`src/hdl/clle_ram.sv`:
```
// ----------------------------------------------------------------------------
// clle_ram
// Generic simple dual port RAM: one write port, one registered read port.
// ----------------------------------------------------------------------------
module clle_ram #(
	parameter int WIDTH = 8,
	parameter int DEPTH = 256
) (
	input  logic                             clk,
	input  logic                             we,
	input  logic [$clog2(DEPTH)-1:0]         waddr,
	input  logic [WIDTH-1:0]                 wdata,
	input  logic [$clog2(DEPTH)-1:0]         raddr,
	output logic [WIDTH-1:0]                 rdata
);

	logic [WIDTH-1:0] mem [DEPTH];

	always_ff @(posedge clk) begin
		if (we) begin
			mem[waddr] <= wdata;
		end
		rdata <= mem[raddr];
	end

endmodule

```
`config.mk`:
```
export PLATFORM = sky130hd
export DESIGN_NAME = clle_ram
export DESIGN_NICKNAME = d
export VERILOG_FILES = /design/src/hdl/clle_ram.sv
export SDC_FILE = /design/constraint.sdc
export NUM_CORES = 2
export LEC_CHECK = 0
export BUFFER_PORTS_ARGS = -buffer_cell sky130_fd_sc_hd__buf_2
export CORE_ASPECT_RATIO = 0.75
export CORE_MARGIN = 3
export CORE_UTILIZATION = 50
export CTS_CLUSTER_DIAMETER = 80
export CTS_CLUSTER_SIZE = 25
export DETAILED_ROUTE_END_ITERATION = 12
export PLACE_DENSITY = 0.61
export SETUP_SLACK_MARGIN = 0.1
export SYNTH_ARGS = -nofsm -noshare
export SYNTH_HDL_FRONTEND = slang
export SYNTH_SLANG_ARGS = --single-unit
```
`constraint.sdc`:
```
create_clock -name clk -period 5.58 [get_ports clk]
set_clock_uncertainty 0.2 [all_clocks]
set_input_delay 0.279 -clock clk [delete_from_list [all_inputs] [get_ports clk]]
set_output_delay 0.279 -clock clk [all_outputs]
set_load 0.01 [all_outputs]
```
=== Word-level counts from Yosys, hierarchy flattened ===
Memory sizes are Yosys's and may differ from the RTL's. A register that Yosys moved wholly into a read port is not among the register bits.
Index checks and enable logic that the tools add are counted.
W data, S select, Z words.

* Bits in registers: 0
* Memory bits (writable): 2048
* Word-level logic and storage cells: 3
* Memories: 1

* Multiplexer cells: 2

{| class="wikitable"
|+ Memories
! memory !! depth !! width !! rd ports !! clocked after Yosys merged registers in !! write ports !! RTL line !! RTL
|-
| mem || 256 || 8 || 1 || 1 || 1 || 17 || <nowiki>logic [WIDTH-1:0] mem [DEPTH];</nowiki>
|}

{| class="wikitable"
|+ Operator list
! cell !! number
|-
| $mux W1 || 2
|}

=== Longest topological paths before layout ===
* Depth after elaboration: 2
* Mapped depth: 11
* Depth with buffers taken out: 6

=== Least setup slack after synthesis ===
Ideal clock, no wire load.

* Path type: input to register
* Start: in raddr[0]
* End: reg rdata[2] (read register of mem)
* Arrival time: 2.086 ns
* Path slack: 3.163 ns
* Cell stages on the path: 9
* Cells stage by stage: buf_6 -> buf_12 -> buf_8 -> buf_2 -> mux4_2 -> a22oi_1 -> a21oi_1 -> nor4_1 -> nor4_2

{| class="wikitable"
|+ RTL lines
! element !! RTL line !! RTL
|-
| start: declaration || 13 || <nowiki>input logic [$clog2(DEPTH)-1:0] raddr,</nowiki>
|-
| end: declaration || 14 || <nowiki>output logic [WIDTH-1:0] rdata</nowiki>
|}

==> flow_summary.json <==
{
  "slew_violations": 0,
  "dpl-instance-area_um2": 82100,
  "numCtsBuffers": 93,
  "antenna_found_initial": 10,
  "wire_per_inst_um": 33.7,
  "syn_inst": 3733,
  "syn_nets": 3759,
  "setup_viol": 0,
  "first_pass_iters": 6,
  "fmaxAchievable_ghz": 0.286,
  "min_period_over_period": 0.626,
  "routed_wl_um": 199000,
  "tns_ps": 0,
  "clk_pin_slew_ps": 100,
  "startpoint_type": "primary input",
  "yosysWarningCount": 0,
  "ir_drop_mv": 0.231,
  "cts.sinks": 2056,
  "report.final.hold_viol_count": 0,
  "io_pins": 34,
  "ctsResizeCount": 0,
  "min_path_type": "in -> reg",
  "die_area_um2": 164000,
  "seq_area_frac_synth": 0.775,
  "worst_pin_slew_ps": 1210,
  "antenna_left": 0,
  "maxSlewHeadroom": 0.193,
  "synth-edff-count": 2048,
  "leakagePower_nw": 25.3,
  "finish.instance_area_um2": 84800,
  "initial_core_util": 0.505,
  "synth_area_um2": 79600,
  "synth.largest_area_cell": "edfxtp_1",
  "synth.avg_cell_area_um2": 21.3,
  "clock_latency_ps": 760,
  "synth.top_cell.area_share": 0.773,
  "synthTopCellsByArea": "edfxtp_1 77%, mux4_2 13%, mux2i_1 1.7%",
  "core_area_um2": 158000,
  "layout.nets": 3764,
  "chipWidth_um": 467,
  "grt_pass1_vias": 37200,
  "finalWorstPathRequiredPeriod_ps": 3500,
  "cts.path.max_buffers": 3,
  "drt-vias-per-instance": 6.51,
  "required_ps": 5980,
  "place_congestion": 0.828,
  "synth_cell_types": 55,
  "tritoncts": "done",
  "grtUsageTotal": 0.244,
  "cts-root-buf": "clkbuf_16",
  "rows": 126,
  "endpoint_kind": "flop",
  "cts_max_level": 3,
  "critical_path.max_fanout": 34,
  "drive_above_1_share": 0.190,
  "synth-seq-cells": 2056,
  "holdWs_ps": 125,
  "async_flop_share": 0,
  "grt-ovfl-total": 0,
  "drt_iter0_drc": 5349,
  "synthFlopType": "edfxtp_1",
  "cts_setup_buffers": 0,
  "rsz0062_at_grt": "false",
  "area_growth_pct": 6.56,
  "die_y_um": 351,
  "crit_arrival_ps": 3900,
  "power_density_nw_per_um2": 312,
  "grt_max_degree": 195,
  "path_class": "in -> reg",
  "drcViolationCount": 0,
  "port_buffers": 33,
  "status": "completed",
  "cap_viol_max_count": 0,
  "vias": 38400,
  "hpwl_um": 122000,
  "grt_pass1_wl_um": 285000
}
## power by group
group / leakage, nW / internal, mW / switching [mW] / total (mW)
Combinational: 5.57 / 0.515 / 1.03 / 1.54
Sequential: 18.5 / 17.0 / 0.0342 / 17.0
Clock: 1.27 / 3.20 / 4.64 / 7.85
Total: 25.3 / 20.7 / 5.71 / 26.4
## through the flow
stage          instances   util  worst slack (ps)  power, mW
2_1_floorplan       3733      -              3160       18.2
3_3_place_gp        5747  0.521              1310       18.9
3_5_place_dp        5747  0.521              1300       18.9
4_1_cts             5892  0.538              2130       26.5
5_1_grt             5893  0.538              2010       27.2
6_report            5896  0.538              2080       26.4
## worst max-delay path, stage by stage
cell	delay (ps)
buf_4	570
buf_4	510
mux4_2	370
nor2b_1	160
a211oi_1	520
nor3_1	200
nor4_1	1020
nor4_2	120
## cell usage after synthesis (16+ instances only)
master	number
nand2_1	33
o22ai_1	28
buf_1	22
o221ai_1	46
buf_2	31
a211oi_1	16
nor2_1	282
clkbuf_1	111
nor3_1	22
edfxtp_1	2048
a22oi_1	133
nor4_1	24
nor2b_1	31
mux2i_1	134
mux4_2	454
buf_6	21
a21oi_1	96
buf_4	27
nand3_1	34
## final cells by class
type                    count  area [um^2]
diodes                      4         10.0
clock buffers             128         2520
clock inverters             9          100
fillers                 12100        72900
inverters                   2         7.51
multi-input cells        1442        16500
flip-flops and latches   2056        61700
well taps                2112         2640
repair buffers            143         1330
## per-layer routing
layer	track usage	up-vias	wire length, um
met4	0.0476	2	4380
li1	-	15600	-
met5	0	-	13
met3	0.0473	235	18800
met2	0.362	1896	90100
met1	0.383	20700	85400
## registers in the layout, indices dropped and copies added, names as in the netlist
signal,flops
mem,2048
rdata,8
## logic make-up (layout without fill, tap and decap cells)
logic type / Yosys count / after routing / share of synthesized area
flops: 2056 / 2056 / 0.775
mux: 591 / 591 / 0.146
simple gates: 466 / 466 / 0.0263
compound gates: 385 / 385 / 0.0342
buf+inv: 235 / 282 / 0.0183
other cells: 0 / 4 / 0
## what timing repair did
action,in CTS,in global routing
setup endpoints to repair,0,0
hold buffers,8,0
hold endpoints to repair,745,0
## placed cells by master, fill, tap and decap left out, types with 13 or more instances in the layout
master     instances
a21oi_1           96
o221ai_1          46
a221oi_1          13
edfxtp_1        2048
nor3_1            22
o22ai_1           28
buf_12            17
nor2b_1           28
mux4_2           454
clkbuf_16         96
clkbuf_1          32
mux2i_1          134
buf_4             87
a211oi_1          16
nor4_1            24
a22oi_1          133
nand2_1           32
nor2_1           279
nand3_1           31
buf_2             21
## path summary, 6_finish.rpt
check,startpoint,slack (ps),depth (start not counted),endpoint
setup / recovery,raddr[2],2080,8,rdata[2]
setup reg to reg,mem[101][2],2410,6,rdata[2]
hold / removal,waddr[1],120,3,mem[151][5]
hold reg to reg,mem[74][0],920,5,rdata[0]
No activity file was read; power rests on OpenSTA's default activity.
