$ cat src/hdl/clle_pkg.sv
// ----------------------------------------------------------------------------
// clle_pkg
// Shared types, constants and helpers of the cursor linked list engine.
// ----------------------------------------------------------------------------
package clle_pkg;

	localparam int NODE_COUNT = 256;
	localparam int IDX_W      = (NODE_COUNT > 1) ? $clog2(NODE_COUNT) : 1;
	localparam int CNT_W      = $clog2(NODE_COUNT + 1);
	localparam int ACT_W      = 4;
	localparam int NODE_W     = 8;

	typedef logic [IDX_W-1:0]  idx_t;
	typedef logic [NODE_W-1:0] node_t;
	typedef logic [CNT_W-1:0]  cnt_t;

	typedef enum logic [ACT_W-1:0] {
		ACT_CLEAR       = 4'd0,
		ACT_FIRST       = 4'd1,
		ACT_LAST        = 4'd2,
		ACT_NEXT        = 4'd3,
		ACT_NEXT_WRAP   = 4'd4,
		ACT_PREV        = 4'd5,
		ACT_PREV_WRAP   = 4'd6,
		ACT_SEEK        = 4'd7,
		ACT_REMOVE_CUR  = 4'd8,
		ACT_REMOVE_NODE = 4'd9,
		ACT_INS_AFTER   = 4'd10,
		ACT_INS_BEFORE  = 4'd11,
		ACT_APPEND      = 4'd12,
		ACT_PREPEND     = 4'd13,
		ACT_REPLACE     = 4'd14,
		ACT_QUERY       = 4'd15
	} action_t;

	// One port pair of a link memory: a read address and a write.
	typedef struct packed {
		idx_t rd_addr;
		logic wr_en;
		idx_t wr_addr;
		idx_t wr_data;
	} mem_req_t;

	typedef struct packed {
		logic  valid;
		logic  ok;
		logic  is_empty;
		node_t head_node;
		node_t cursor_node;
	} result_t;

	function automatic idx_t to_idx(node_t n);
		logic [IDX_W+NODE_W-1:0] w;
		w = {{IDX_W{1'b0}}, n};
		return w[IDX_W-1:0];
	endfunction

	function automatic node_t to_node(idx_t i);
		logic [IDX_W+NODE_W-1:0] w;
		w = {{NODE_W{1'b0}}, i};
		return w[NODE_W-1:0];
	endfunction

	function automatic logic node_ok(node_t n);
		logic [IDX_W+NODE_W:0] w;
		w = {{(IDX_W+1){1'b0}}, n};
		return w < (IDX_W+NODE_W+1)'(NODE_COUNT);
	endfunction

endpackage

$ cat src/hdl/clle_seq.sv
// ----------------------------------------------------------------------------
// clle_seq
// Action sequencer: holds head, cursor and the nonempty flag, drives the
// forward and backward link memories and produces one result per action.
// ----------------------------------------------------------------------------
module clle_seq (
	input  logic               clk,
	input  logic               arst_n,
	input  logic               cmd_valid,
	input  logic [3:0]         cmd_action,
	input  clle_pkg::node_t    cmd_node,
	output logic               cmd_ready,
	input  logic               slot_free,
	input  clle_pkg::idx_t     fwd_rdata,
	input  clle_pkg::idx_t     bwd_rdata,
	output clle_pkg::mem_req_t fwd_req,
	output clle_pkg::mem_req_t bwd_req,
	output clle_pkg::result_t  fin
);

	typedef enum logic [3:0] {
		ST_IDLE = 4'b0001,
		ST_EXE  = 4'b0010,
		ST_SEEK = 4'b0100,
		ST_FIN  = 4'b1000
	} state_t;

	state_t              state_q, state_d;
	clle_pkg::idx_t      head_q, head_d;
	clle_pkg::idx_t      cur_q, cur_d;
	logic                full_q, full_d;
	clle_pkg::action_t   act_q, act_d;
	clle_pkg::idx_t      node_q, node_d;
	logic                ok_q, ok_d;
	logic                wb_en_q, wb_en_d;
	clle_pkg::idx_t      wb_f_q, wb_f_d;
	clle_pkg::idx_t      wb_b_q, wb_b_d;
	clle_pkg::cnt_t      cnt_q, cnt_d;

	clle_pkg::action_t   in_act;
	clle_pkg::idx_t      in_idx;
	logic                in_ok;
	clle_pkg::idx_t      f_ra, b_ra, f_wa, f_wd, b_wa, b_wd;
	logic                f_we, b_we;

	assign in_act = clle_pkg::action_t'(cmd_action);
	assign in_idx = clle_pkg::to_idx(cmd_node);
	assign in_ok  = clle_pkg::node_ok(cmd_node);

	assign cmd_ready = (state_q == ST_IDLE);

	always_comb begin
		state_d = state_q;
		head_d  = head_q;
		cur_d   = cur_q;
		full_d  = full_q;
		act_d   = act_q;
		node_d  = node_q;
		ok_d    = ok_q;
		wb_en_d = wb_en_q;
		wb_f_d  = wb_f_q;
		wb_b_d  = wb_b_q;
		cnt_d   = cnt_q;
		f_we    = 1'b0;
		f_wa    = node_q;
		f_wd    = wb_f_q;
		b_we    = 1'b0;
		b_wa    = node_q;
		b_wd    = wb_b_q;
		f_ra    = cur_q;
		b_ra    = cur_q;
		fin     = '0;

		unique case (state_q)
			ST_IDLE: begin
				// Read addresses go out with the command so the data lands in ST_EXE or ST_SEEK.
				if (in_act == clle_pkg::ACT_SEEK) begin
					f_ra = head_q;
				end else if (in_act == clle_pkg::ACT_REMOVE_NODE) begin
					f_ra = in_idx;
				end
				if (in_act == clle_pkg::ACT_LAST || in_act == clle_pkg::ACT_APPEND ||
					in_act == clle_pkg::ACT_PREPEND) begin
					b_ra = head_q;
				end else if (in_act == clle_pkg::ACT_REMOVE_NODE) begin
					b_ra = in_idx;
				end
				if (cmd_valid) begin
					act_d   = in_act;
					node_d  = in_idx;
					ok_d    = 1'b0;
					wb_en_d = 1'b0;
					cnt_d   = clle_pkg::cnt_t'(1);
					state_d = ST_FIN;
					unique case (in_act)
						clle_pkg::ACT_CLEAR: begin
							full_d = 1'b0;
							head_d = '0;
							cur_d  = '0;
						end
						clle_pkg::ACT_FIRST: begin
							if (full_q) begin
								cur_d = head_q;
								ok_d  = 1'b1;
							end
						end
						clle_pkg::ACT_LAST, clle_pkg::ACT_NEXT, clle_pkg::ACT_NEXT_WRAP,
						clle_pkg::ACT_PREV_WRAP: begin
							if (full_q) begin
								state_d = ST_EXE;
							end
						end
						clle_pkg::ACT_REMOVE_CUR: begin
							node_d = cur_q;
							if (full_q) begin
								state_d = ST_EXE;
							end
						end
						clle_pkg::ACT_PREV: begin
							if (full_q && cur_q != head_q) begin
								state_d = ST_EXE;
							end
						end
						clle_pkg::ACT_SEEK: begin
							if (in_ok && full_q) begin
								if (head_q == in_idx) begin
									cur_d = head_q;
									ok_d  = 1'b1;
								end else begin
									state_d = ST_SEEK;
								end
							end
						end
						clle_pkg::ACT_REMOVE_NODE, clle_pkg::ACT_REPLACE: begin
							if (in_ok && full_q) begin
								state_d = ST_EXE;
							end
						end
						clle_pkg::ACT_INS_AFTER, clle_pkg::ACT_INS_BEFORE,
						clle_pkg::ACT_APPEND, clle_pkg::ACT_PREPEND: begin
							if (in_ok) begin
								if (full_q) begin
									state_d = ST_EXE;
								end else begin
									// Empty list: the node becomes a one-node ring.
									head_d  = in_idx;
									cur_d   = in_idx;
									full_d  = 1'b1;
									wb_en_d = 1'b1;
									wb_f_d  = in_idx;
									wb_b_d  = in_idx;
								end
							end
						end
						clle_pkg::ACT_QUERY: begin
						end
					endcase
				end
			end
			ST_EXE: begin
				state_d = ST_FIN;
				unique case (act_q)
					clle_pkg::ACT_LAST, clle_pkg::ACT_PREV, clle_pkg::ACT_PREV_WRAP: begin
						cur_d = bwd_rdata;
						ok_d  = 1'b1;
					end
					clle_pkg::ACT_NEXT: begin
						if (fwd_rdata != head_q) begin
							cur_d = fwd_rdata;
							ok_d  = 1'b1;
						end
					end
					clle_pkg::ACT_NEXT_WRAP: begin
						cur_d = fwd_rdata;
						ok_d  = 1'b1;
					end
					clle_pkg::ACT_REMOVE_CUR, clle_pkg::ACT_REMOVE_NODE: begin
						if (bwd_rdata == node_q) begin
							full_d = 1'b0;
							head_d = '0;
							cur_d  = '0;
						end else begin
							f_we = 1'b1;
							f_wa = bwd_rdata;
							f_wd = fwd_rdata;
							b_we = 1'b1;
							b_wa = fwd_rdata;
							b_wd = bwd_rdata;
							if (head_q == node_q) begin
								head_d = fwd_rdata;
							end
							if (act_q == clle_pkg::ACT_REMOVE_CUR || node_q == cur_q) begin
								cur_d = fwd_rdata;
							end
						end
					end
					clle_pkg::ACT_INS_AFTER: begin
						f_we    = 1'b1;
						f_wa    = cur_q;
						f_wd    = node_q;
						b_we    = 1'b1;
						b_wa    = fwd_rdata;
						b_wd    = node_q;
						wb_en_d = 1'b1;
						wb_f_d  = fwd_rdata;
						wb_b_d  = cur_q;
						cur_d   = node_q;
					end
					clle_pkg::ACT_INS_BEFORE: begin
						b_we    = 1'b1;
						b_wa    = cur_q;
						b_wd    = node_q;
						f_we    = 1'b1;
						f_wa    = bwd_rdata;
						f_wd    = node_q;
						wb_en_d = 1'b1;
						wb_f_d  = cur_q;
						wb_b_d  = bwd_rdata;
						if (cur_q == head_q) begin
							head_d = node_q;
						end
						cur_d = node_q;
					end
					clle_pkg::ACT_APPEND, clle_pkg::ACT_PREPEND: begin
						f_we    = 1'b1;
						f_wa    = bwd_rdata;
						f_wd    = node_q;
						b_we    = 1'b1;
						b_wa    = head_q;
						b_wd    = node_q;
						wb_en_d = 1'b1;
						wb_f_d  = head_q;
						wb_b_d  = bwd_rdata;
						if (act_q == clle_pkg::ACT_PREPEND) begin
							head_d = node_q;
						end
					end
					clle_pkg::ACT_REPLACE: begin
						wb_en_d = 1'b1;
						if (bwd_rdata == cur_q) begin
							head_d = node_q;
							cur_d  = node_q;
							wb_f_d = node_q;
							wb_b_d = node_q;
						end else begin
							f_we   = 1'b1;
							f_wa   = bwd_rdata;
							f_wd   = node_q;
							b_we   = 1'b1;
							b_wa   = fwd_rdata;
							b_wd   = node_q;
							wb_f_d = fwd_rdata;
							wb_b_d = bwd_rdata;
							if (head_q == cur_q) begin
								head_d = node_q;
							end
							cur_d = node_q;
						end
					end
					default: begin
					end
				endcase
			end
			ST_SEEK: begin
				// Each cycle checks one link and fetches the next one.
				f_ra = fwd_rdata;
				if (fwd_rdata == head_q || cnt_q == clle_pkg::cnt_t'(clle_pkg::NODE_COUNT)) begin
					state_d = ST_FIN;
				end else if (fwd_rdata == node_q) begin
					cur_d   = fwd_rdata;
					ok_d    = 1'b1;
					state_d = ST_FIN;
				end else begin
					cnt_d = cnt_q + clle_pkg::cnt_t'(1);
				end
			end
			ST_FIN: begin
				// Second write pass targets the given node; repeating it while stalled is harmless.
				f_we = wb_en_q;
				b_we = wb_en_q;
				if (slot_free) begin
					fin.valid       = 1'b1;
					fin.ok          = ok_q;
					fin.is_empty    = !full_q;
					fin.head_node   = full_q ? clle_pkg::to_node(head_q) : '0;
					fin.cursor_node = full_q ? clle_pkg::to_node(cur_q) : '0;
					state_d         = ST_IDLE;
				end
			end
			default: begin
				state_d = ST_IDLE;
			end
		endcase
	end

	assign fwd_req = '{rd_addr: f_ra, wr_en: f_we, wr_addr: f_wa, wr_data: f_wd};
	assign bwd_req = '{rd_addr: b_ra, wr_en: b_we, wr_addr: b_wa, wr_data: b_wd};

	always_ff @(posedge clk or negedge arst_n) begin
		if (!arst_n) begin
			state_q <= ST_IDLE;
			head_q  <= '0;
			cur_q   <= '0;
			full_q  <= 1'b0;
		end else begin
			state_q <= state_d;
			head_q  <= head_d;
			cur_q   <= cur_d;
			full_q  <= full_d;
		end
	end

	always_ff @(posedge clk) begin
		act_q   <= act_d;
		node_q  <= node_d;
		ok_q    <= ok_d;
		wb_en_q <= wb_en_d;
		wb_f_q  <= wb_f_d;
		wb_b_q  <= wb_b_d;
		cnt_q   <= cnt_d;
	end

endmodule

$ cat config.mk
export PLATFORM = sky130hd
export DESIGN_NAME = clle_seq
export DESIGN_NICKNAME = d
export VERILOG_FILES = /design/src/hdl/clle_pkg.sv /design/src/hdl/clle_seq.sv
export SDC_FILE = /design/constraint.sdc
export NUM_CORES = 1
export LEC_CHECK = 0
export BUFFER_PORTS_ARGS = -buffer_cell sky130_fd_sc_hd__buf_2
export CORE_MARGIN = 2
export CORE_UTILIZATION = 40
export DETAILED_ROUTE_END_ITERATION = 10
export PLACE_DENSITY = 0.69
export RECOVER_POWER = 100
export SYNTH_ARGS = -nofsm -noshare
export SYNTH_HDL_FRONTEND = slang
export SYNTH_SLANG_ARGS = --single-unit
$ cat constraint.sdc
create_clock -name clk -period 8.6 [get_ports clk]
set_clock_uncertainty 0.15 [all_clocks]
set_input_delay 1.72 -clock clk [delete_from_list [all_inputs] [get_ports clk]]
set_output_delay 1.72 -clock clk [all_outputs]
set_load 0.01 [all_outputs]
# After elaboration in Yosys (flattened, before gate mapping)
# Index checks and enable logic that the tools add are counted.
# totals
ff_bits	60
wordCells	205
output_inout_bits	70
inputBits	32
# classes
eq_ne	70
mux	93
n_addsub	1
n_reduce_logical	30
# ops
op	n
two-way mux 8 bit	38
one-hot mux 8 bit (4 select lines)	4
one-hot mux 8 bit (3 select lines)	4
one-hot mux 8 bit (2 select lines)	5
one-hot mux 8 bit (5 select lines)	2
equality test 8 bit	9
equality test 4 bit (second input constant)	15
two-way mux 19 bit	2
equality test 4 x 3 -> 1 bit (second input constant)	8
two-way mux 4 bit	8
two-way mux 9 bit	3
!= test 3 bit (second input constant)	7
equality test 4 x 2 -> 1 bit (second input constant)	5
one-hot mux 9 bit (2 select lines)	1
two-way mux 1 bit	16
!= test 2 bit (second input constant)	8
!= test 8 bit	2
one-hot mux 4 bit (4 select lines)	1
AND reduction 5 bit	3
!= test 4 bit (second input constant)	3
one-hot mux 1 bit (2 select lines)	6
one-hot mux 4 bit (3 select lines)	1
AND reduction 12 bit	1
OR reduction 4 bit	3
other kinds (26)	39

# Depth between registers and ports, before layout
# logic_depth
depth_word	6
depth_mapped	10
mapped_depth_nobuf	7

# Least setup slack after synthesis
# No wires, ideal clock.
# synth_timing
path_kind	input-to-output
startpoint	input port cmd_action[2]
endpoint	output port fwd_req[23] in the netlist's numbering
slack_ns	3.199
t_arrival_ns	3.531
n_path_buf	4
t_required_ns	6.730
stages	9
path_cell_list	clkbuf_1 clkbuf_1 nand3b_1 clkbuf_1 clkbuf_1 mux2i_1 nand2_1 o21ai_0 o21ai_0
# synth_rtl
element	line_no	text
from (decl)	clle_seq.sv:10	input logic [3:0] cmd_action,
to (decl)	clle_seq.sv:16	output clle_pkg::mem_req_t fwd_req,

==> impl_metrics.json <==
{
  "core_region_area_sq_um": 15770,
  "antenna_found_initial": 0,
  "vias_per_cell": 6.339,
  "holdBufCountCts": 0,
  "cts_max_level": 3,
  "hold_path_class": "register to register",
  "avgSynthCellArea_sq_um": 7.869,
  "synth-seq-area-share_pct": 26.54,
  "area_delta_synth_final_pct": 10.01,
  "async_flop_share_pct": 35.00,
  "chipHeight_um": 130.5,
  "p_leak_nw": 2.554,
  "gr-total-overflow": 0,
  "crit_path_end_kind": "output pin",
  "initial_utilization_pct": 40.57,
  "rsz0062_at_grt": "no",
  "dp_hpwl_mm": 15.80,
  "grt_util_met1_pct": 37.12,
  "tightest_slew_ps": 2229,
  "synth-edff-count": 39,
  "cts-root-buf": "clkbuf_16",
  "setup_viol": 0,
  "synth_cells": 813,
  "cpLargestDelayFamily": "simple AND/OR/NAND/NOR gates",
  "wl_per_cell_um": 21.33,
  "grtUsageMet2_pct": 39.24,
  "grt_pass1_wl_mm": 34.66,
  "postCtsSetupRepairBufs": 0,
  "die_x_um": 130.5,
  "status": "finished with violations",
  "ant_nets": 0,
  "wl_mm": 22.51,
  "synth.distinct_cells": 68,
  "multi_input_area_sq_um": 4143,
  "crit_chain": "clkbuf_1, xor2_1, nor4_1, clkbuf_1, and2_0, mux2_2, a22oi_1, o21ai_0, clkbuf_1",
  "ys_ff_latch": 60,
  "start_kind": "input port",
  "worst_slack_ps": 2160,
  "ys_warn_count": 0,
  "drive_gt1_share_pct": 9.297,
  "max_freq_mhz": 155.3,
  "dr.first_iter.drc_count": 1184,
  "crit_required_ps": 6730,
  "gr-usage-met3_pct": 6.678,
  "syn-cell-area_sq_um": 6397,
  "ys.flop_type": "edfxtp_1",
  "timing.slew.headroom_pct": -49.97,
  "clock_latency_ps": 330,
  "arrival_ps": 4570,
  "cts_resized": 0,
  "port_buffers": 101,
  "track_usage_pct": 26.21,
  "hold_slack_ps": 473.6,
  "critical_path_buf_inv_count": 3,
  "cpPeakStageDelay_ps": 900,
  "place.gp.congestion": 0.9532,
  "regArea_sq_um": 1698,
  "cts_max_path_buffers": 2,
  "slowest_stage": "and2_0",
  "cts_buffers": 9,
  "slew_viol_final": 27,
  "rows": 46,
  "peakVddDrop_v": 0.0001090,
  "fin_area_sq_um": 7038,
  "rrSetupSlack_ps": 3770,
  "dieArea_sq_um": 17020,
  "post-route-period-util_pct": 74.89,
  "grt_max_degree": 35,
  "power.density_nw_per_um2": 266.7,
  "cts.sinks": 60,
  "drc_errors": 0,
  "busiest_layer": "met2",
  "critical_path_class": "input port to output pin",
  "final_net_count": 868,
  "place_area_sq_um": 6858,
  "drt-pass1-iter-count": 9,
  "maxCapViolCount": 3,
  "cpMostUsedCell": "clkbuf_1",
  "io_pins": 102,
  "violations": "max-capacitance violations, max-slew violations",
  "fillCellCount": 1640,
  "vias": 6688,
  "clk_pin_slew_ps": 50,
  "cts_tree": "built",
  "crit_path_max_fanout": 20,
  "min_period_ps": 6440,
  "antenna_cells": 0,
  "post-place-ws_ps": 2709,
  "syn_nets": 847,
  "tns_ps": 0,
  "hold_viol": 0,
  "grt_pass1_vias": 6118
}
==> routing by layer <==
layer	wire, um	up-vias
met5	0	-
met4	452	0
met3	2599	47
met2	9582	456
met1	9871	3130
li1	-	3055
==> Yosys cell counts, drive strengths merged, types with 2 or more instances <==
library cell / count / area, sq um
clkbuf: 86 / 332.8
o21ai: 64 / 331.6
a21oi: 59 / 310.3
nor2: 56 / 210.2
nand2: 47 / 176.4
xnor2: 44 / 385.4
edfxtp: 39 / 1171
a22oi: 38 / 285.3
xor2: 32 / 280.3
inv: 31 / 116.4
and2: 25 / 156.4
mux2i: 22 / 220.2
dfrtp: 20 / 500.5
buf: 18 / 100.1
nand3: 18 / 90.09
a222oi: 15 / 150.1
o22ai: 15 / 93.84
a211oi: 13 / 97.59
mux2: 12 / 138.9
nand4: 12 / 75.07
nor3: 12 / 60.06
nor4: 11 / 90.08
a221oi: 10 / 87.58
a31oi: 10 / 62.56
a2111oi: 9 / 78.83
and3: 9 / 56.30
a22o: 8 / 70.07
a2bb2oi: 8 / 70.07
nand2b: 7 / 43.79
o221ai: 7 / 61.31
o22a: 6 / 52.55
a21boi: 5 / 37.54
nand3b: 5 / 41.29
nor2b: 5 / 31.28
o31ai: 4 / 30.03
nor3b: 3 / 22.52
o211ai: 3 / 36.28
or3: 3 / 18.77
ha: 2 / 25.02
nand4b: 2 / 17.52
nor4b: 2 / 17.52
o21a: 2 / 15.01
o31a: 2 / 17.52
o41ai: 2 / 17.52
==> cells in the final DEF, fill, tap and decap left out, types with 15 or more instances in the layout <==
cell	Yosys	routed
o22ai_1	15	15
o21ai_0	62	63
clkbuf_1	85	75
xor2_1	32	32
nand2_1	47	47
edfxtp_1	39	39
dfrtp_1	20	20
a21oi_1	57	57
buf_2	8	30
nor2_1	56	55
a222oi_1	15	15
mux2i_1	22	22
xnor2_1	44	44
a22oi_1	38	38
inv_1	31	31
and2_1	25	17
nand3_1	18	18
==> report_power, final <==
part           internal [W]  leakage, nW  switching, W
logic              0.000342         1.76      0.000517
registers          0.000409        0.639      0.000234
clock network      0.000241        0.152      0.000134
total              0.000993         2.55      0.000884
==> cells by family (layout without fill, tap and decap cells) <==
| logic type | after synthesis | count (layout) | share of synthesized area (%) |
|---|---|---|---|
| compound gates | 286 | 286 | 30.73 |
| simple gates | 220 | 220 | 17.74 |
| buf+inv | 135 | 161 | 8.586 |
| xor+xnor | 76 | 76 | 10.40 |
| flops | 60 | 60 | 26.54 |
| mux | 34 | 34 | 5.613 |
| fa+ha+maj | 2 | 2 | 0.3911 |
==> path summary, 6_finish.rpt <==
kind,startpoint,endpoint,depth (start not counted)
min in group asynchronous,arst_n,cur_q[3],1
setup / recovery,bwd_rdata[6],fwd_req[7],9
hold reg to reg,cnt_q[0],cnt_q[0],1
hold / removal,cnt_q[0],cnt_q[0],1
max in group asynchronous,arst_n,state_q[1],1
setup reg to reg,node_q[4],cur_q[7],7
==> cell type report <==
class | count | area share, %
timing repair buffer | 114 | 7.200
clock inverter | 4 | 0.6578
tap | 216 | 3.840
multi-input combinational | 618 | 58.86
sequential | 60 | 24.12
inverter | 31 | 1.653
clock buffer | 12 | 3.662
==> per-stage QoR <==
stage / instances / power (W) / utilization, %
floorplan: 813 / 0.001217 / -
global placement: 1039 / 0.001501 / 43.49
detailed placement: 1039 / 0.001508 / 43.49
CTS: 1055 / 0.001885 / 45.41
global route: 1055 / 0.001988 / 44.63
finish: 1055 / 0.001877 / 44.63
==> registers in the layout, indices dropped and copies added, names as in the netlist <==
register / cells
wb_b_q: 8
wb_en_q: 1
wb_f_q: 8
full_q: 1
cur_q: 8
node_q: 8
state_q: 4
act_q: 4
cnt_q: 9
ok_q: 1
head_q: 8
(Power assumes the default switching activity.)
